**config.mk**
```make
export PLATFORM = sky130hd
export DESIGN_NAME = vn2c_hash
export DESIGN_NICKNAME = d
export VERILOG_FILES = /design/src/rtl/assert_macros.svh /design/src/rtl/vn2c_pkg.sv /design/src/rtl/vn2c_hash.sv
export SDC_FILE = /design/constraint.sdc
export NUM_CORES = 2
export LEC_CHECK = 0
export BUFFER_PORTS_ARGS = -buffer_cell sky130_fd_sc_hd__buf_4
export CORE_UTILIZATION = 40
export DETAILED_ROUTE_END_ITERATION = 16
export PLACE_DENSITY = 0.63
export SLEW_MARGIN = 5
export SYNTH_ARGS = -nofsm -noshare
export SYNTH_HDL_FRONTEND = slang
export SYNTH_SLANG_ARGS = --single-unit
```
**constraint.sdc**
```tcl
create_clock -name aclk -period 16.5 [get_ports aclk]
set_input_delay 3.3 -clock aclk [delete_from_list [all_inputs] [get_ports aclk]]
set_output_delay 3.3 -clock aclk [all_outputs]
set_load 0.005 [all_outputs]
```
**src/rtl/assert_macros.svh**
```systemverilog
// Assertion macros shared by the value noise RTL.
// Depends on nothing; expects aclk and aresetn in the including scope.
`ifndef ASSERT_MACROS_SVH
`define ASSERT_MACROS_SVH
`ifndef SYNTHESIS
`define VN_ASSERT(lbl, prop, msg) \
    lbl: assert property (@(posedge aclk) disable iff (!aresetn) prop) else $error(msg);
`define VN_NEVER(lbl, cond, msg) \
    lbl: assert property (@(posedge aclk) disable iff (!aresetn) !(cond)) else $error(msg);
`else
`define VN_ASSERT(lbl, prop, msg)
`define VN_NEVER(lbl, cond, msg)
`endif
`endif

```
**src/rtl/vn2c_pkg.sv**
```systemverilog
// Shared constants, cosine table builder and blend function for value noise.
// Depends on nothing.
package vn2c_pkg;

    localparam int ROM_DEPTH = 1024;
    localparam int ROM_AW    = $clog2(ROM_DEPTH);
    localparam int COORD_W   = 20;
    localparam int FREQ_W    = 4;
    localparam int FRAC_W    = 15;
    localparam int NOISE_W   = 8;
    localparam int COS_W     = 18;
    localparam int WGT_W     = 17;
    localparam int QF        = 58;
    localparam logic [63:0] P5 = 64'd9765625;
    localparam logic [FREQ_W-1:0] FREQ_RESET = 4'd2;

    typedef logic signed [COS_W-1:0] cos_table_t [ROM_DEPTH];

    // Fixed-point product (a*b) >> QF, keep 64 bits
    function automatic logic [63:0] qmul(input logic [63:0] a, input logic [63:0] b);
        logic [127:0] p;
        p = {64'd0, a} * {64'd0, b};
        return p[QF+63:QF];
    endfunction

    // Shift-subtract quotient n / d for the table build
    function automatic logic [63:0] udiv64(input logic [63:0] n, input logic [63:0] d);
        logic [64:0] r;
        logic [63:0] q;
        r = '0;
        q = '0;
        for (int b = 63; b >= 0; b--) begin
            r = {r[63:0], n[b]};
            if (r >= {1'b0, d}) begin
                r    = r - {1'b0, d};
                q[b] = 1'b1;
            end
        end
        return q;
    endfunction

    // Truncated 65536*cos(i*0.0030679615) from a Q58 Taylor series
    function automatic logic signed [COS_W-1:0] cos_entry(input int i);
        logic [63:0] num, q1, r1, ang, a2, term, pos, neg, den, diff;
        num  = 64'(i) * 64'd30679615;
        q1   = (num << 20) / P5;
        r1   = (num << 20) % P5;
        ang  = (q1 << 28) + ((r1 << 28) / P5);
        a2   = qmul(ang, ang);
        term = 64'd1 << QF;
        pos  = term;
        neg  = 64'd0;
        for (int k = 1; k < 48; k++) begin
            den  = 64'((2 * k - 1) * (2 * k));
            term = udiv64(qmul(term, a2), den);
            if (k % 2 == 1) neg = neg + term;
            else pos = pos + term;
        end
        if (pos >= neg) begin
            diff = (pos - neg) >> (QF - 16);
            return COS_W'(diff);
        end
        diff = (neg - pos) >> (QF - 16);
        return -COS_W'(diff);
    endfunction

    function automatic cos_table_t build_cos_table();
        cos_table_t t;
        for (int i = 0; i < ROM_DEPTH; i++) t[i] = cos_entry(i);
        return t;
    endfunction

    // Cosine weight (65536 - c) / 2 from a table entry
    function automatic logic [WGT_W-1:0] cos_weight(input logic signed [COS_W-1:0] c);
        logic signed [COS_W:0] d;
        d = (COS_W+1)'(65536) - (COS_W+1)'(c);
        return d[WGT_W:1];
    endfunction

    // Blend a toward b by weight w in 1.16
    function automatic logic [NOISE_W-1:0] blend(input logic [NOISE_W-1:0] a,
                                                 input logic [NOISE_W-1:0] b,
                                                 input logic [WGT_W-1:0] w);
        logic [WGT_W+NOISE_W-1:0] pb, pa;
        logic [NOISE_W:0]         s;
        pb = (WGT_W+NOISE_W)'(w) * (WGT_W+NOISE_W)'(b);
        pa = (WGT_W+NOISE_W)'(WGT_W'(65536) - w) * (WGT_W+NOISE_W)'(a);
        s  = (NOISE_W+1)'(pb >> 16) + (NOISE_W+1)'(pa >> 16);
        return s[NOISE_W-1:0];
    endfunction

endpackage

```
**src/rtl/vn2c_hash.sv**
```systemverilog
// Four-stage lattice hash pipeline: index, square, polynomial, final product.
// Depends on vn2c_pkg for the noise width.
module vn2c_hash (
    input  logic                         aclk,
    input  logic                         en,
    input  logic [31:0]                  px,
    input  logic [31:0]                  py,
    output logic [vn2c_pkg::NOISE_W-1:0] hash
);
    logic [31:0] n_next, n0;
    logic [31:0] n_reg, n2_reg, n3_reg;
    logic [31:0] sq_reg, t_reg;
    logic [31:0] h_full;
    logic [vn2c_pkg::NOISE_W-1:0] hash_reg;

    // Fold lattice point into one word and scramble
    assign n0     = py * 32'd57 + px;
    assign n_next = n0 ^ (n0 << 13);
    assign h_full = n3_reg * t_reg + 32'd1376312589;

    // Advance the multiply chain
    always_ff @(posedge aclk) begin
        if (en) begin
            n_reg    <= n_next;
            sq_reg   <= n_reg * n_reg;
            n2_reg   <= n_reg;
            t_reg    <= sq_reg * 32'd15731 + 32'd789221;
            n3_reg   <= n2_reg;
            hash_reg <= h_full[26:19];
        end
    end

    assign hash = hash_reg;
endmodule
```
==> summary.json <==
{
  "outcome": "finished clean",
  "layout_common_cells": "962 x sky130_fd_sc_hd__inv_1, 705 x sky130_fd_sc_hd__fa_1, 389 x sky130_fd_sc_hd__ha_1",
  "flow.area_growth_from_synthesis_pct": 6.68,
  "syn_area_um2": 33500,
  "report.final.slew_viol_count": 0,
  "crit_top_cell": "sky130_fd_sc_hd__fa_1",
  "core.rowCount": 105,
  "synth.top_cells.by_area": "sky130_fd_sc_hd__fa_1 42%, sky130_fd_sc_hd__ha_1 15%, sky130_fd_sc_hd__edfxtp_1 13%",
  "design.die.area_um2": 85000,
  "slowest_stage": "sky130_fd_sc_hd__edfxtp_1",
  "fin_worst_skew_ps": 23.4,
  "number_of_buffers_created_by_cts": 17,
  "viasPerCell": 4.74,
  "ys_ff_latch": 140,
  "max_freq_mhz": 132,
  "rr_startpoint": "n_reg[6]$_DFFE_PP_",
  "number_of_i_o_port_buffers": 63,
  "final_min_period_over_clock_period": 0.460,
  "synth_ff_type": "sky130_fd_sc_hd__edfxtp_1",
  "synthDistinctLibCells": 57,
  "cts_post_setup_buffers_inserted": 0,
  "post-synth-top-area-fraction": 0.421,
  "finish.net_count": 4519,
  "drc": 0,
  "dr.first_iter.drc_count": 689,
  "worstMarginPinSlew_ps": 1010,
  "top_cell_type_by_total_area_after_synthesis": "sky130_fd_sc_hd__fa_1",
  "final.min_clock_period_ps": 7590,
  "grt_remaining_overflow": 0,
  "clk_path_buf_depth": 2,
  "cts-hold-fix-buffers": 0,
  "drt_pre_antenna_iters": 5,
  "totalWireLength_mm": 67.7,
  "postSynth.asyncResetShare": 0,
  "yosys_warnings": 0,
  "ctsResizeCount": 0,
  "setup-tns-final_ps": 0,
  "critPathMaxStageDelay_ps": 980,
  "commonest_non_fill_non_tap_cell_in_the_layout": "sky130_fd_sc_hd__inv_1",
  "pin_count_of_the_biggest_net_entering_global_routing": 77,
  "tritoncts": "done",
  "synth.yosys.seq_area_share": 0.125,
  "overall_global_routing_usage": 0.173,
  "post_synth.cell_area_avg_um2": 10.1,
  "crit_path_start_kind": "flip-flop",
  "die_x_um": 292,
  "setup-violations-final": 0,
  "wire_length_of_the_first_global_routing_pass_mm": 116,
  "timing.critical_path.arrival_ps": 7810,
  "setup.worst_path.end_class": "flip-flop",
  "rsz0062_at_grt": "no",
  "hpwlAfterDp_mm": 56.5,
  "start_util": 0.407,
  "cts_max_level": 4,
  "slew-limit-headroom": 0.330,
  "worstSetupPathType": "flip-flop to flip-flop",
  "route.vias.total": 21100,
  "timing.critical_path.fanout_max": 19,
  "place.gp.congestion": 0.861,
  "antenna_found_initial": 1,
  "critical_path.cell_chain": "nand2_1, fa_1, inv_1, fa_1, inv_1, fa_1, inv_1, fa_1, ha_1, ha_1, inv_1, fa_1, inv_1, fa_1, ha_1, a21o_1, a21o_1, a2111oi_2, a21oi_1, a211o_1, a211oi_1, o31ai_1, a21oi_1, xnor2_1",
  "max-cap-violations": 0,
  "holdCritStartpoint": "n2_reg[3]$_DFFE_PP_",
  "root_buffer": "sky130_fd_sc_hd__clkbuf_16",
  "post_route_cells_drive_above_1_share": 0.0374,
  "clkTransAtPathRegs_ps": 80,
  "core_region_area_um2": 82500,
  "final-hold-violation-count": 0,
  "timing.critical_path.from": "n_reg[6]$_DFFE_PP_",
  "final_core_util": 0.434,
  "die_y_um": 292,
  "synthesized_instance_count": 3330,
  "drt.antenna.violating_nets": 0,
  "clk_latency_ps": 500,
  "synth_edf_count": 140,
  "hold_path.class": "flip-flop to flip-flop",
  "wire_per_inst_um": 15.2,
  "cts.sink_count": 140,
  "cp_data_required_time_ps": 16720,
  "boundaryPins": 74,
  "grt_pass1_vias": 23200
}
==> worst paths after layout <==
kind | slack, ps | to | cells after the start
worst max register to register | 8910 | sq_reg[26]$_DFFE_PP_ | 24
worst min-delay path | 410 | n3_reg[3]$_DFFE_PP_ | 0
worst min register to register | 410 | n3_reg[3]$_DFFE_PP_ | 0
worst max-delay path | 8910 | sq_reg[26]$_DFFE_PP_ | 24
==> cells in the mapped netlist (all sizes together), types with 3 or more instances <==
master   instances
inv            962
fa             705
ha             389
and2           299
nand2          244
xnor2          146
edfxtp         140
clkbuf          78
a21oi           57
nor2            45
xor2            45
a21o            31
o21ai           31
nand3           14
and3            12
nor3            11
o21a            11
o21bai          11
a211oi           9
a31oi            9
nand2b           9
nor2b            9
nand4            7
o311ai           6
a2111oi          4
a31o             4
o211ai           4
nand3b           3
o2111ai          3
o31ai            3
or2              3
or3              3
==> cell families after synthesis <==
| kind of cell | Yosys count | share of synthesized area |
|---|---|---|
| flops | 140 | 0.125 |
| simple gates | 664 | 0.102 |
| fa+ha+maj | 1094 | 0.566 |
| compound gates | 195 | 0.0391 |
| xor+xnor | 191 | 0.0499 |
| buf+inv | 1040 | 0.116 |
| mux | 4 | 0.00127 |
| other cells | 2 | 0.000224 |
==> per-stage QoR <==
step	area [um2]	hold slack [ps]	instances	setup WS, ps
detailed placement	35200	405	4410	8570
global placement	35200	400	4410	8620
global route	35800	421	4441	8500
CTS	35800	412	4441	8860
finish	35800	410	4442	8910
floorplan	33600	400	3338	9030
==> layout make-up <==
cell class	instances	area (um2)
clock inverter	14	131
timing repair buffer	80	604
fill	7982	46700
multi-input combinational	2158	25500
antenna	1	2.50
clock buffer	17	425
sequential	140	4200
inverter	962	3610
tap	1070	1340
==> routing by layer <==
layer / up-vias / track usage / share of wire
li1: 9907 / - / -
met1: 10700 / 0.221 / 0.44
met2: 355 / 0.302 / 0.50
met3: 73 / 0.0252 / 0.038
met4: 0 / 0.0487 / 0.022
met5: - / 0 / 0
==> worst max-delay path: cells and delay by family, from the launching register on <==
family	cells	cell delay, ps
adder cells (fa/ha/maj)	9	3880
AO/OA/AOI/OAI	8	1940
flip-flops	1	980
buffers and inverters	5	260
AND/OR/NAND/NOR	1	170
XOR/XNOR	1	80
Power is left out: the tool's default activity adds up to more than one toggle a clock period on the data nets, which glitch-free logic cannot reach.
